===== src/hw/rtl/vppr_pkg.sv =====
// Shared types and constants for the video payload pixel remapper.
`timescale 1ns / 1ps

package vppr_pkg;

    // Pixel map geometry
    localparam int MAP_DEPTH = 4096;
    localparam int MAP_AW    = $clog2(MAP_DEPTH);

    // Field widths
    localparam int SIZE_W    = 13;
    localparam int COUNTER_W = 13;
    localparam int SUM_W     = 22;
    localparam int ENTRY_W   = 16;
    localparam int ADDR_W    = 15;

    localparam logic [COUNTER_W-1:0] COUNTER_MAX = '1;
    localparam logic [SUM_W-1:0]     SUM_MAX     = '1;

    // Input opcodes
    localparam logic [1:0] OP_BYTE   = 2'd0;
    localparam logic [1:0] OP_EOF    = 2'd1;
    localparam logic [1:0] OP_MAP_WR = 2'd2;
    localparam logic [1:0] OP_RSVD   = 2'd3;

    // Result kinds
    localparam logic KIND_PIXEL = 1'b0;
    localparam logic KIND_SUM   = 1'b1;

    typedef struct packed {
        logic [1:0]         opcode;
        logic [7:0]         payload_byte;
        logic               packet_start;
        logic [11:0]        map_index;
        logic signed [15:0] map_value;
    } in_word_t;

    typedef struct packed {
        logic              kind;
        logic [ADDR_W-1:0] write_address;
        logic [7:0]        out_byte_a;
        logic [7:0]        out_byte_b;
        logic [7:0]        out_byte_c;
        logic [SUM_W-1:0]  frame_sum;
    } out_word_t;

    // Events passed from the grouping stage to the emit stage
    typedef enum logic [1:0] {
        EV_PIXEL,
        EV_EOF,
        EV_CLEAR
    } ev_kind_t;

    typedef struct packed {
        ev_kind_t   kind;
        logic       in_range;
        logic [7:0] byte0;
        logic [7:0] byte1;
        logic [7:0] byte2;
    } pix_event_t;

endpackage


===== src/hw/rtl/vppr_emit.sv =====
// Frame sum accumulation and output word register.
`timescale 1ns / 1ps

module vppr_emit (
    input  logic                          clk,
    input  logic                          rst_n,
    input  logic                          ev_valid,
    input  vppr_pkg::pix_event_t          ev,
    input  logic [vppr_pkg::ENTRY_W-1:0]  map_rd_data,
    output logic                          ev_take,
    output logic                          out_valid,
    input  logic                          out_ready,
    output vppr_pkg::out_word_t           out_word
);
    import vppr_pkg::*;

    logic [SUM_W-1:0] sum_reg, sum_next;
    logic             out_valid_reg, out_valid_next;
    out_word_t        out_word_reg, out_word_next;
    logic             mapped;
    logic             has_out;
    logic [SUM_W:0]   sum_wide;

    // a pixel is written only when in range and its entry is not negative
    assign mapped   = (ev.kind == EV_PIXEL) && ev.in_range && !map_rd_data[ENTRY_W-1];
    assign has_out  = mapped || (ev.kind == EV_EOF);
    assign ev_take  = ev_valid && (!has_out || !out_valid_reg || out_ready);
    assign sum_wide = {1'b0, sum_reg} + (SUM_W+1)'(ev.byte0) +
                      (SUM_W+1)'(ev.byte1) + (SUM_W+1)'(ev.byte2);

    // sum update and result build
    always_comb
    begin
        sum_next                    = sum_reg;
        out_word_next.kind          = KIND_PIXEL;
        out_word_next.write_address = '0;
        out_word_next.out_byte_a    = '0;
        out_word_next.out_byte_b    = '0;
        out_word_next.out_byte_c    = '0;
        out_word_next.frame_sum     = '0;

        unique case (ev.kind)
            EV_CLEAR:
            begin
                sum_next = '0;
            end
            EV_EOF:
            begin
                out_word_next.kind      = KIND_SUM;
                out_word_next.frame_sum = sum_reg;
            end
            EV_PIXEL:
            begin
                if (mapped)
                begin
                    sum_next = sum_wide[SUM_W] ? SUM_MAX : sum_wide[SUM_W-1:0];
                end
                out_word_next.write_address = map_rd_data[ADDR_W-1:0];
                out_word_next.out_byte_a    = ev.byte1;
                out_word_next.out_byte_b    = ev.byte2;
                out_word_next.out_byte_c    = ev.byte0;
            end
            default:
            begin
            end
        endcase

        if (ev_take && has_out)
        begin
            out_valid_next = 1'b1;
        end
        else if (out_ready)
        begin
            out_valid_next = 1'b0;
        end
        else
        begin
            out_valid_next = out_valid_reg;
        end
    end

    // control state
    always_ff @(posedge clk or negedge rst_n)
    begin
        if (!rst_n)
        begin
            sum_reg       <= '0;
            out_valid_reg <= 1'b0;
        end
        else
        begin
            if (ev_take)
            begin
                sum_reg <= sum_next;
            end
            out_valid_reg <= out_valid_next;
        end
    end

    // output word
    always_ff @(posedge clk)
    begin
        if (ev_take && has_out)
        begin
            out_word_reg <= out_word_next;
        end
    end

    assign out_valid = out_valid_reg;
    assign out_word  = out_word_reg;

endmodule

===== config.mk =====
export PLATFORM = sky130hd
export DESIGN_NAME = vppr_emit
export DESIGN_NICKNAME = d
export VERILOG_FILES = /design/src/hw/rtl/vppr_pkg.sv /design/src/hw/rtl/vppr_emit.sv
export SDC_FILE = /design/constraint.sdc
export NUM_CORES = 1
export LEC_CHECK = 0
export ABC_CLOCK_PERIOD_IN_PS = 3840
export BUFFER_PORTS_ARGS = -buffer_cell sky130_fd_sc_hd__buf_2
export CORE_ASPECT_RATIO = 0.6
export CORE_UTILIZATION = 53
export DETAILED_ROUTE_END_ITERATION = 10
export GPL_ROUTABILITY_DRIVEN = 1
export MAX_ROUTING_LAYER = met4
export PLACE_DENSITY = 0.92
export SKIP_LAST_GASP = 1
export SYNTH_ARGS = -nofsm -noshare
export SYNTH_HDL_FRONTEND = slang
export SYNTH_SLANG_ARGS = --single-unit

===== constraint.sdc =====
create_clock -name clk -period 3.84 [get_ports clk]
set_clock_uncertainty 0.1 [all_clocks]
set_input_delay 0.192 -clock clk [delete_from_list [all_inputs] [get_ports clk]]
set_output_delay 0.192 -clock clk [all_outputs]
set_load 0.01 [all_outputs]

==> results.txt <==
- CP Data Required Time: 3960 ps
* Detail Route Antenna Nets: 0
- Standard-cell row count: 25
* Worst VDD drop: 302 uV
- In this run, synthesis produced a sequential element count of 85.
- Clock latency on the worst-skew pair, taken at its later pin, is 340 ps.
* Placeable Area: 0.00798 sq mm
- Worst Hold Launch: map_rd_data[7]
- Status: finished clean
- Global routing used 24.4% of the available tracks.
- Total I/O pin count: 111
* Clock tree from TritonCTS: done
- The worst register-to-register path begins at sum_reg[1].
* Portion of the post-synthesis area used by sequential elements: 55.3%
- Netlist area before placement: 0.00440 sq mm
- Number of instances in the synthesized netlist: 380
- In this run the number of H-tree levels came out at 3.
- Max-slew headroom: 25.6%
- Multi-input gate area: 0.00171 sq mm
- The first global-routing pass estimated 15.5 mm of wire.
* Routed wirelength normalized by instance count: 16.3 um
- In this run the worst path has a maximum fanout of 4.
* Storage cell area: 0.00244 sq mm
- Warnings, synthesis: 0
- Setup violations remaining at the end of the flow were counted as 0.
* Number of buffers inserted by port buffering: 110
- Most used DFF post-synth: sky130_fd_sc_hd__edfxtp_1
- Clock transition time at the flip-flop clock pins of the worst setup and hold paths: 60 ps
- Max reg flops: 62
* Total power density per cell area: 495 mW/mm^2
- At the pin with the least slew margin, the transition time is 1110 ps.
- Clock Path Buffers: 2
- Nets: 561
- Once the floorplan was initialized, standard cells occupied 55.2% of the core.
* Number of slew-limit violations in the final report: 0
- The pre-antenna-repair detailed-routing pass consisted of 4 iterations.
- In the routed design, unresolved DRC markers number 0.
- Finished layout cell area: 0.00537 sq mm
* Number of synthesized flops with an enable pin: 62
* Via count of the first global-routing pass: 3136
- STA puts the critical path data arrival time at 3610 ps.
* Post-synth cell types: 55
* Fraction of registers with async set or reset after synthesis: 27.1%
- Cells fill 67.3% of the core in the end.
- In this run, post-CTS repair resized a total of 0 instances.
- The analysis attributes to cell leakage a power of 2.36 nW.
- Post-route fraction of the period consumed by the critical path: 90.8%
- Final critical-path required period: 3490 ps
- After detailed routing, the total wire length is 9.80 mm.
- Pin count of the biggest net entering global routing: 43
- P&R area growth vs syn: 22.0%
- Final TNS setup: 0 ps
- Max-cap violations in this run came to 0.
* Syn_area_per_cell: 11.6 sq um
- Startpoint type of the worst setup path: input port
* Final hold viol count: 0
* Achievable clock frequency: 287 MHz
- Ratio of cells with drive above 1 in the final layout: 29.1%
- Routed via count divided by cell count: 5.49
- 0 antenna diodes ended up in the layout.
- The number of antenna violations at the first check in global routing is 0.
- STA classifies the critical path endpoint as a flip-flop.
* Global-route congestion overflow total: 0
- Die boundary height: 72.6 um
- For this block, the initial DRC count from the detailed router was 247.
- Global placement routability congestion: 0.963
* Worst hold-check path type: input port to flip-flop
- The tree is rooted in a sky130_fd_sc_hd__clkbuf_16.
- Die span in x: 120 um
- The critical path is of the input port to flip-flop type.
- Synthesis produced a netlist with a net count of 454.
- Sink count of the clock tree: 85
- Setup repair after global routing left no endpoint under its margin.
- Tracing the worst setup path back leads to its startpoint at ev[1].
* Clock buffers created by TritonCTS: 9
- In this run the cell area measured after placement is 0.00505 sq mm.
- Fill cells in the final layout number 614.
- Full die area: 0.00869 sq mm
* HPWL after detailed placement: 6.94 mm
- DR vias: 3292
## per-layer routing
layer / up-vias / track usage [%] / part of all wire, %
met5: - / - / 0
met4: 0 / 7.36 / 0.99
met3: 12 / 7.03 / 8.0
met2: 135 / 35.1 / 44
met1: 1588 / 33.9 / 47
li1: 1557 / - / -
## cell families (layout without fill, tap and decap cells)
kind of cell             after synthesis  count (layout)  synth area share [%]
XOR/XNOR                               6               6                  1.19
AO/OA/AOI/OAI                         70              70                  11.1
adder cells (fa/ha/maj)               27              27                  10.4
flip-flops                            85              85                  55.3
buffers and inverters                 66             178                  5.88
AND/OR/NAND/NOR                      125             125                  15.8
multiplexers                           1               1                 0.227
## cells in the mapped netlist (2+ instances only)
library cell	instances	area, sq um
sky130_fd_sc_hd__nand3_1	5	25.0
sky130_fd_sc_hd__o211ai_1	3	22.5
sky130_fd_sc_hd__buf_2	3	15.0
sky130_fd_sc_hd__a31o_2	2	17.5
sky130_fd_sc_hd__nor2b_1	5	31.3
sky130_fd_sc_hd__dfrtp_1	23	576
sky130_fd_sc_hd__xnor2_1	5	43.8
sky130_fd_sc_hd__or2_2	2	12.5
sky130_fd_sc_hd__and3_1	14	87.6
sky130_fd_sc_hd__nand4_1	2	12.5
sky130_fd_sc_hd__edfxtp_1	62	1860
sky130_fd_sc_hd__inv_1	48	180
sky130_fd_sc_hd__and4_1	2	17.5
sky130_fd_sc_hd__a2111o_1	3	33.8
sky130_fd_sc_hd__nand2b_1	2	12.5
sky130_fd_sc_hd__o21ai_0	19	95.1
sky130_fd_sc_hd__a31oi_1	5	31.3
sky130_fd_sc_hd__a21oi_2	2	17.5
sky130_fd_sc_hd__and2_1	23	144
sky130_fd_sc_hd__ha_1	11	138
sky130_fd_sc_hd__o21ai_1	4	20.0
sky130_fd_sc_hd__nor4_1	2	12.5
sky130_fd_sc_hd__clkbuf_1	14	52.6
sky130_fd_sc_hd__fa_1	16	320
sky130_fd_sc_hd__nor2_1	9	33.8
sky130_fd_sc_hd__a21oi_1	16	80.1
sky130_fd_sc_hd__nand2_1	17	63.8
sky130_fd_sc_hd__nor3_1	34	170
## critical path, cell delays in order
cell                        delay, ps
sky130_fd_sc_hd__buf_2             70
sky130_fd_sc_hd__inv_1             60
sky130_fd_sc_hd__fa_1             530
sky130_fd_sc_hd__inv_1             50
sky130_fd_sc_hd__fa_1             470
sky130_fd_sc_hd__ha_1             250
sky130_fd_sc_hd__fa_1             430
sky130_fd_sc_hd__a21oi_1          290
sky130_fd_sc_hd__o21ai_2          130
sky130_fd_sc_hd__a2111oi_2        550
sky130_fd_sc_hd__or2_1            210
sky130_fd_sc_hd__nor4b_1           60
sky130_fd_sc_hd__a2111o_1         300
## report_power, final
part	internal [mW]	leakage (nW)	switching, mW
logic	0.269	1.33	0.410
registers	1.04	0.874	0.0201
clock network	0.570	0.153	0.349
total	1.88	2.36	0.779
## layout make-up
type	instances	area share (%)
Tap cell	108	2.52
Multi-Input combinational cell	229	31.8
Sequential cell	85	45.4
Inverter	48	3.35
Clock buffer	10	4.26
Clock inverter	6	1.61
Timing Repair Buffer	114	11.1
## layout by cell type, fill, tap and decap left out, types with 3 or more instances in the layout
cell                        Yosys  layout
sky130_fd_sc_hd__nand3_1        5       5
sky130_fd_sc_hd__and2_1        23      23
sky130_fd_sc_hd__o211ai_1       3       3
sky130_fd_sc_hd__o21ai_1        4       4
sky130_fd_sc_hd__a2111o_1       3       3
sky130_fd_sc_hd__nor2_1         9       9
sky130_fd_sc_hd__buf_2          3     110
sky130_fd_sc_hd__fa_1          16      16
sky130_fd_sc_hd__a21oi_1       16      16
sky130_fd_sc_hd__nor2b_1        5       5
sky130_fd_sc_hd__ha_1          11      11
sky130_fd_sc_hd__edfxtp_1      62      62
sky130_fd_sc_hd__dfrtp_1       23      23
sky130_fd_sc_hd__and3_1        14      14
sky130_fd_sc_hd__xnor2_1        5       5
sky130_fd_sc_hd__clkbuf_16      0       9
sky130_fd_sc_hd__a31oi_1        5       5
sky130_fd_sc_hd__inv_1         48      48
sky130_fd_sc_hd__nand2_1       17      17
sky130_fd_sc_hd__nor3_1        34      34
sky130_fd_sc_hd__o21ai_0       19      19
## per-stage QoR
| stage | hold WS, ps | instances | power, mW | worst slack [ps] |
|---|---|---|---|---|
| finish | 28.6 | 600 | 2.66 | 352 |
| global route | 29.3 | 600 | 2.78 | 146 |
| CTS | 23.2 | 600 | 2.66 | 354 |
| detailed placement | 108 | 583 | 1.74 | 102 |
| global placement | 104 | 583 | 1.70 | 203 |
| floorplan | -204 | 380 | 1.57 | 473 |
## timing repair
action	4_1_cts	5_1_grt
hold endpoints to repair	23	0
buffers inserted	0	0
hold buffers	1	0
## path summary, 6_finish.rpt
path                       slack (ps)           end  cells after the start
max reg2reg                       440   sum_reg[11]                      9
min                                30  out_word[53]                      2
min in group asynchronous         270   sum_reg[14]                      2
min reg2reg                       430    sum_reg[8]                      2
max                               350   sum_reg[11]                     13
max in group asynchronous        3010    sum_reg[8]                      2
Power figures use the tool's default switching activity.
