**src/hw/rtl/vppr_pkg.sv**
```systemverilog
// Shared types and constants for the video payload pixel remapper.
`timescale 1ns / 1ps

package vppr_pkg;

    // Pixel map geometry
    localparam int MAP_DEPTH = 4096;
    localparam int MAP_AW    = $clog2(MAP_DEPTH);

    // Field widths
    localparam int SIZE_W    = 13;
    localparam int COUNTER_W = 13;
    localparam int SUM_W     = 22;
    localparam int ENTRY_W   = 16;
    localparam int ADDR_W    = 15;

    localparam logic [COUNTER_W-1:0] COUNTER_MAX = '1;
    localparam logic [SUM_W-1:0]     SUM_MAX     = '1;

    // Input opcodes
    localparam logic [1:0] OP_BYTE   = 2'd0;
    localparam logic [1:0] OP_EOF    = 2'd1;
    localparam logic [1:0] OP_MAP_WR = 2'd2;
    localparam logic [1:0] OP_RSVD   = 2'd3;

    // Result kinds
    localparam logic KIND_PIXEL = 1'b0;
    localparam logic KIND_SUM   = 1'b1;

    typedef struct packed {
        logic [1:0]         opcode;
        logic [7:0]         payload_byte;
        logic               packet_start;
        logic [11:0]        map_index;
        logic signed [15:0] map_value;
    } in_word_t;

    typedef struct packed {
        logic              kind;
        logic [ADDR_W-1:0] write_address;
        logic [7:0]        out_byte_a;
        logic [7:0]        out_byte_b;
        logic [7:0]        out_byte_c;
        logic [SUM_W-1:0]  frame_sum;
    } out_word_t;

    // Events passed from the grouping stage to the emit stage
    typedef enum logic [1:0] {
        EV_PIXEL,
        EV_EOF,
        EV_CLEAR
    } ev_kind_t;

    typedef struct packed {
        ev_kind_t   kind;
        logic       in_range;
        logic [7:0] byte0;
        logic [7:0] byte1;
        logic [7:0] byte2;
    } pix_event_t;

endpackage

```
**src/hw/rtl/vppr_group.sv**
```systemverilog
// Header skip, byte-to-pixel grouping, pixel counter and map read issue.
`timescale 1ns / 1ps

module vppr_group (
    input  logic                                 clk,
    input  logic                                 rst_n,
    input  logic                                 cfg_wr_en,
    input  logic [vppr_pkg::SIZE_W-1:0]          cfg_wr_data,
    input  logic                                 accept,
    input  vppr_pkg::in_word_t                   in_word,
    input  logic                                 ev_take,
    output logic                                 ev_valid,
    output vppr_pkg::pix_event_t                 ev,
    output logic                                 map_wr_en,
    output logic [vppr_pkg::MAP_AW-1:0]          map_wr_addr,
    output logic [vppr_pkg::ENTRY_W-1:0]         map_wr_data,
    output logic                                 map_rd_en,
    output logic [vppr_pkg::MAP_AW-1:0]          map_rd_addr
);
    import vppr_pkg::*;

    logic [SIZE_W-1:0]    map_size_reg;
    logic [15:0]          held_bytes_reg, held_bytes_next;
    logic [1:0]           held_count_reg, held_count_next;
    logic [COUNTER_W-1:0] pixel_counter_reg, pixel_counter_next;
    logic                 header_skip_reg, header_skip_next;
    logic                 next_is_first_reg, next_is_first_next;
    logic                 ev_valid_reg, ev_valid_next;
    pix_event_t           ev_reg, ev_next;
    logic                 ev_load;
    logic                 in_range;

    // map size register
    always_ff @(posedge clk or negedge rst_n)
    begin
        if (!rst_n)
        begin
            map_size_reg <= '0;
        end
        else if (cfg_wr_en)
        begin
            map_size_reg <= cfg_wr_data;
        end
    end

    // pixel index bound check
    assign in_range = (pixel_counter_reg < map_size_reg) &&
                      (32'(pixel_counter_reg) < MAP_DEPTH);

    // map table writes
    assign map_wr_en   = accept && (in_word.opcode == OP_MAP_WR) &&
                         (32'(in_word.map_index) < MAP_DEPTH);
    assign map_wr_addr = MAP_AW'(in_word.map_index);
    assign map_wr_data = in_word.map_value;

    // next state and event decode
    always_comb
    begin
        held_bytes_next    = held_bytes_reg;
        held_count_next    = held_count_reg;
        pixel_counter_next = pixel_counter_reg;
        header_skip_next   = header_skip_reg;
        next_is_first_next = next_is_first_reg;
        ev_load            = 1'b0;
        ev_next.kind       = EV_PIXEL;
        ev_next.in_range   = in_range;
        ev_next.byte0      = held_bytes_reg[7:0];
        ev_next.byte1      = held_bytes_reg[15:8];
        ev_next.byte2      = in_word.payload_byte;
        map_rd_en          = 1'b0;
        map_rd_addr        = MAP_AW'(pixel_counter_reg);

        if (accept)
        begin
            unique case (in_word.opcode)
                OP_EOF:
                begin
                    held_count_next    = 2'd0;
                    held_bytes_next    = '0;
                    next_is_first_next = 1'b1;
                    ev_load            = 1'b1;
                    ev_next.kind       = EV_EOF;
                end
                OP_BYTE:
                begin
                    priority if (in_word.packet_start && next_is_first_reg)
                    begin
                        // frame start: drop this byte, and the next unless it starts a packet
                        next_is_first_next = 1'b0;
                        pixel_counter_next = '0;
                        held_count_next    = 2'd0;
                        held_bytes_next    = '0;
                        header_skip_next   = 1'b1;
                        ev_load            = 1'b1;
                        ev_next.kind       = EV_CLEAR;
                    end
                    else if (!in_word.packet_start && header_skip_reg)
                    begin
                        header_skip_next = 1'b0;
                    end
                    else
                    begin
                        header_skip_next = 1'b0;
                        if (held_count_reg == 2'd0)
                        begin
                            held_bytes_next = {8'd0, in_word.payload_byte};
                            held_count_next = 2'd1;
                        end
                        else if (held_count_reg == 2'd1)
                        begin
                            held_bytes_next = {in_word.payload_byte, held_bytes_reg[7:0]};
                            held_count_next = 2'd2;
                        end
                        else
                        begin
                            // third byte completes a pixel
                            held_count_next = 2'd0;
                            ev_load         = 1'b1;
                            ev_next.kind    = EV_PIXEL;
                            map_rd_en       = in_range;
                            if (pixel_counter_reg != COUNTER_MAX)
                            begin
                                pixel_counter_next = pixel_counter_reg + 1'b1;
                            end
                        end
                    end
                end
                default:
                begin
                    // map writes handled above, unused opcode ignored
                end
            endcase
        end

        ev_valid_next = ev_load ? 1'b1 : (ev_take ? 1'b0 : ev_valid_reg);
    end

    // control state
    always_ff @(posedge clk or negedge rst_n)
    begin
        if (!rst_n)
        begin
            held_bytes_reg    <= '0;
            held_count_reg    <= 2'd0;
            pixel_counter_reg <= '0;
            header_skip_reg   <= 1'b0;
            next_is_first_reg <= 1'b0;
            ev_valid_reg      <= 1'b0;
        end
        else
        begin
            held_bytes_reg    <= held_bytes_next;
            held_count_reg    <= held_count_next;
            pixel_counter_reg <= pixel_counter_next;
            header_skip_reg   <= header_skip_next;
            next_is_first_reg <= next_is_first_next;
            ev_valid_reg      <= ev_valid_next;
        end
    end

    // event payload
    always_ff @(posedge clk)
    begin
        if (ev_load)
        begin
            ev_reg <= ev_next;
        end
    end

    assign ev_valid = ev_valid_reg;
    assign ev       = ev_reg;

endmodule

```
**config.mk**
```make
export PLATFORM = sky130hd
export DESIGN_NAME = vppr_group
export DESIGN_NICKNAME = d
export VERILOG_FILES = /design/src/hw/rtl/vppr_pkg.sv /design/src/hw/rtl/vppr_group.sv
export SDC_FILE = /design/constraint.sdc
export NUM_CORES = 1
export LEC_CHECK = 0
export BUFFER_PORTS_ARGS = -buffer_cell sky130_fd_sc_hd__buf_4
export CORE_MARGIN = 3
export CORE_UTILIZATION = 53
export CTS_CLUSTER_SIZE = 25
export DETAILED_ROUTE_END_ITERATION = 6
export MAX_ROUTING_LAYER = met4
export PLACE_DENSITY = 0.85
export SLEW_MARGIN = 10
export SYNTH_ARGS = -nofsm -noshare
export SYNTH_HDL_FRONTEND = slang
export SYNTH_SLANG_ARGS = --single-unit
```
**constraint.sdc**
```tcl
create_clock -name clk -period 5 [get_ports clk]
set_input_delay 0.5 -clock clk [delete_from_list [all_inputs] [get_ports clk]]
set_output_delay 0.5 -clock clk [all_outputs]
set_load 0.05 [all_outputs]
```
==> results of run 1 <==
[per-stage QoR]
stage | std cells | utilization (%) | setup slack, ps | area [sq um] | power (mW)
floorplan | 306 | - | 2570 | 3450 | 0.853
global placement | 403 | 61.1 | 2490 | 3720 | 0.845
detailed placement | 403 | 61.1 | 2380 | 3720 | 0.851
CTS | 419 | 64.2 | 2000 | 3920 | 1.30
global route | 419 | 64.2 | 1880 | 3920 | 1.34
finish | 419 | 64.2 | 1970 | 3920 | 1.29
[layer usage]
layer / track usage, % / vias to the layer above
met5: - / -
met4: 8.22 / 0
met3: 5.13 / 18
met2: 29.6 / 87
met1: 22.3 / 1081
li1: - / 1117
[critical path, delay by kind of cell (launching register included)]
kind	cells	cell delay (ps)
compound gates	4	910
flops	1	460
fa+ha+maj	1	340
buf+inv	1	210
simple gates	1	260
[cells in the final DEF (no fill, tap or decap), drive strengths merged, types with 2 or more instances in the layout]
cell type	instances
buf	70
dfrtp	47
o21ai	33
edfxtp	27
nand2	24
inv	23
nand3	14
ha	13
nor2	11
a22o	9
clkbuf	9
a21o	6
a21oi	6
o31ai	5
and2	4
nand2b	4
nand4	4
clkinv	4
and3	3
a31oi	3
o2111ai	2
a211oi	2
nor3	2
or4	2
o41ai	2
[layout make-up]
cell class                      instances  share of cell area, %
Multi-Input combinational cell        162                   26.4
Clock inverter                          7                   1.76
Inverter                               22                   2.11
Tap cell                               75                   2.40
Clock buffer                            9                   3.16
Timing Repair Buffer                   70                   13.4
Sequential cell                        74                   50.7
[cell families after synthesis]
family	after synthesis	synth area share (%)
compound gates	74	13.9
fa+ha+maj	13	4.72
buf+inv	70	12.3
flops	74	57.6
mux	1	0.327
simple gates	74	11.1
[power breakdown]
group | leakage, nW | internal (mW) | switching, mW
Clock | 0.0970 | 0.229 | 0.223
Combinational | 0.834 | 0.0560 | 0.102
Sequential | 0.875 | 0.663 | 0.0154
Total | 1.81 | 0.949 | 0.341
[worst paths after layout]
path	start	end	slack [ps]	cells after the start
max reg2reg	pixel_counter_reg[0]$_DFFE_PN0P_	pixel_counter_reg[9]$_DFFE_PN0P_	2730	6
max in group asynchronous	rst_n	pixel_counter_reg[5]$_DFFE_PN0P_	4440	1
min	rst_n	map_size_reg[6]$_DFFE_PN0P_	160	1
max	pixel_counter_reg[7]$_DFFE_PN0P_	map_rd_en	1970	7
min reg2reg	held_bytes_reg[11]$_DFFE_PN0P_	ev[11]$_DFFE_PP_	450	0
min in group clk	in_word[31]	ev[2]$_DFFE_PP_	350	1
==> flow_summary.ini, run 1 <==
[run_status]
status = finished, final reports clean

[sta]
finalMaxSlewViolations = 0
worst_pin_slew_ps = 1160
fin_skew_ps = 5.84
hold_viol = 0
slew_headroom_pct = 22.8
setup_viol = 0
setup_tns_ps = 0
max_freq_mhz = 330
rsz0062_at_grt = false
period_minus_slack_ps = 3030
finalCritPeriodShare_pct = 60.6
timing.hold.ws_ps = 157

[global_routing]
track_usage_pct = 18.6
antenna_found_initial = 0
grt_start_max_net_pins = 48
grt_overflow_total = 0
grt_pass1_wl_microns = 10600
grt_pass1_vias = 2240

[finish]
nNetsFinal = 409
largest_reg_flops = 27
drive_above_1_share_pct = 26.7
register_area_sq_um = 1990
n_antenna_cell = 0
area_growth_pct = 13.6
n_fill_cell = 480
multiInputGateArea_sq_um = 1030

[detailed_routing]
top_layer = met4
wirelength_microns = 6490
wire_per_inst_microns = 15.5
via_per_inst = 5.50
wl_met1_microns = 2720
drt_iter0_drc = 114
dr.pass1.iters = 6
detail-route-antenna-nets = 0
dr_wl_met2_microns = 3100
drc_errors = 0
num_vias = 2303
wl_met3_microns = 530

[critical_path]
critPathLaunchType = register
crit_type = reg2out
slowest_stage = dfrtp_1
crit_path_end_kind = output pin
cp_max_fo = 8
worstPathCellList = ha_1, a21o_1, a211oi_1, o211ai_1, a21oi_1, and4_1, buf_4
max_stage_delay_ps = 460
crit_required_ps = 4500
crit_arrival_ps = 2530

[die]
dieWidth_microns = 86.6
coreArea_sq_um = 6100
fp.dieArea_sq_um = 7510
io-pin-count = 127
start_util_pct = 56.5
rows = 28
die_h_microns = 86.6

[synthesis]
synth-edff-count = 27
ys_seq_elements = 74
synth_top_area_share_pct = 34.1
syn_inst = 306
syn_area_per_cell_sq_um = 11.3
yosysTopAreaCell = dfrtp_1
synth.distinct_cells = 43
synth_common_cells = dfrtp_1 (47), buf_4 (41), o21ai_0 (32)
synthArstFlopShare_pct = 63.5
synth_ff_type = dfrtp_1
synth_most_common_cell = dfrtp_1
synth_area_sq_um = 3450
ys.warnings.count = 0
synth_nets = 376
yosysSeqAreaShare_pct = 57.6
synth.area.top_cells = dfrtp_1 (34%), edfxtp_1 (24%), buf_4 (8.9%)

[pwr]
ir_worst_vdd_v = 0.000183
powerDensity_nw_per_um2 = 329
power.leakage_nw = 1.81

[clock_network]
clk_latency_ps = 350
h-tree-depth = 3
cts_resized = 0
clock_sinks = 74
cts_tree = yes
cts.path.max_buffers = 2
postCtsSetupRepairBufs = 0
cts-root-buf = clkbuf_8
cts_inserted_buffers = 9
cts_hold_repair.buffers = 0
clkTransAtPathRegs_ps = 80

[hold_path]
hold_class = in2async

[run]
maxCapViolCount = 0

[placed_design]
io_buffer_count = 70
hpwl_microns = 4760
gp_congestion = 0.880
Note: power is estimated with default switching activity, not from simulation.
==> run 2: changes to the inputs <==
CORE_UTILIZATION = 49   (was 53)
PLACE_DENSITY = 0.79   (was 0.85)
clock period = 3.02 ns   (was 5 ns; I/O delays follow)
==> run 2 against run 1 <==
Worst hold slack got worse by 1.7 ps. Total power up 81%. Combinational power grew 68%. Die area grew 7.6%. Worst setup slack worse by 1800 ps. Count of clock-buffer cells in the layout rose by 1. Critical path depth stayed put. Final area rose by 2.5%. Register-to-register slack got worse by 2000 ps. Global-route usage decreased by 1.7 points. First-iteration DRC count is 23% lower. Sequential share of layout area decreased by 1.2 points.
==> flow_summary.ini, run 2 (synthesis gave the netlist of run 1 again) <==
[hold_path]
hold_class = in2reg

[global_routing]
grt_start_max_net_pins = 48
grt_use_met1_pct = 20.2
use_met2_pct = 26.9
antenna_found_initial = 0
grt_pass1_wl_microns = 10800
grt_overflow_total = 0
track_usage_pct = 16.9
grt-busiest-layer = met2
met3_usage_pct = 4.59
grt_pass1_vias = 2302

[pwr]
powerDensity_nw_per_um2 = 580
ir_worst_vdd_v = 0.000320
power.leakage_nw = 1.85
total_power_mw = 2.33

[die]
dieWidth_microns = 89.9
coreArea_sq_um = 6570
io-pin-count = 127
die_h_microns = 89.9
fp.dieArea_sq_um = 8080
rows = 29
start_util_pct = 52.5

[critical_path]
reg2reg_depth = 6
crit_path_end_kind = output pin
rr_endpoint = pixel_counter_reg[11]$_DFFE_PN0P_
crit_type = reg2out
startpoint = pixel_counter_reg[7]$_DFFE_PN0P_
rrSetupSlack_ps = 770
r2r_start = pixel_counter_reg[0]$_DFFE_PN0P_
cp_max_fo = 8
setup.worst_path.end = map_rd_en
crit_required_ps = 2720
critPathLaunchType = register
crit_arrival_ps = 2520

[finish]
n_antenna_cell = 0
layout_common_cells = buf_4 (71), dfrtp_1 (47), o21ai_0 (32)
n_fill_cell = 530
largest_reg_flops = 27
area_growth_pct = 16.4
nNetsFinal = 411
final_common_cell = buf_4
register_area_sq_um = 1990
drive_above_1_share_pct = 27.2
multiInputGateArea_sq_um = 1030

[sta]
fin_skew_ps = 6.42
slew_headroom_pct = 28.7
max_freq_mhz = 354
worst_pin_slew_ps = 1060
hold_viol = 0
worst_slack_ps = 197
finalMaxSlewViolations = 0
setup_viol = 0
period_minus_slack_ps = 2820
finalCritPeriodShare_pct = 93.5
rsz0062_at_grt = false
setup_tns_ps = 0

[detailed_routing]
wire_per_inst_microns = 15.0
dr.pass1.iters = 4
drt_iter0_drc = 88
wirelength_microns = 6570
via_per_inst = 5.42
detail-route-antenna-nets = 0
drc_errors = 0
num_vias = 2379

[placed_design]
hpwl_microns = 4740
place_ws_ps = 580
gp_congestion = 0.836
io_buffer_count = 70

[clock_network]
clkTransAtPathRegs_ps = 80
cts_hold_repair.buffers = 1
clk_latency_ps = 340
cts_inserted_buffers = 9
postCtsSetupRepairBufs = 0
h-tree-depth = 3
cts_resized = 0
cts_tree = yes
clock_sinks = 74
cts.path.max_buffers = 2
cts-root-buf = clkbuf_8

[run]
maxCapViolCount = 0

[run_status]
status = finished, final reports clean
==> run 2: per-stage QoR <==
stage	hold slack, ps	std cells	utilization [%]	area (sq um)
after CTS	143	439	61.1	4010
after detailed placement	347	422	57.2	3750
after global placement	342	422	57.2	3750
after floorplan	6.41	306	-	3450
after global routing	143	439	61.1	4010
final	155	439	61.1	4010
==> run 2: power breakdown <==
part / internal [mW] / switching [mW]
Sequential: 1.10 / 0.0253
Clock: 0.574 / 0.368
Combinational: 0.0946 / 0.170
Total: 1.77 / 0.563
==> run 2: layer usage <==
layer	vias up	share of wire, %
met5	-	0
met3	34	7.9
met2	107	47
met1	1122	42
met4	0	3.2
li1	1116	-
==> run 2: final cells by class <==
class | instances | area share (%)
timing repair buffer | 72 | 13.5
tap | 93 | 2.90
clock buffer | 10 | 3.43
sequential | 74 | 49.5
multi-input combinational | 162 | 25.8
inverter | 22 | 2.06
clock inverter | 6 | 2.81
==> run 2: critical path, cell delays in order, from the launching register on <==
cell and delay (ps):
dfrtp_1 460, ha_1 340, a21o_1 190, a211oi_1 330
o211ai_1 160, a21oi_1 250, and4_1 240, buf_4 200
==> run 2: worst min path at each step <==
stage / from / end / slack (ps) / cells after the start
global placement: rst_n / pixel_counter_reg[2]$_DFFE_PN0P_ / 340 / 1
global route: in_word[36] / ev[7]$_DFFE_PP_ / 140 / 1
CTS: in_word[34] / ev[5]$_DFFE_PP_ / 140 / 1
floorplan: rst_n / ev_valid$_DFFE_PN0P_ / 6 / 0
detailed placement: rst_n / pixel_counter_reg[0]$_DFFE_PN0P_ / 350 / 1
finish: in_word[36] / ev[7]$_DFFE_PP_ / 150 / 1
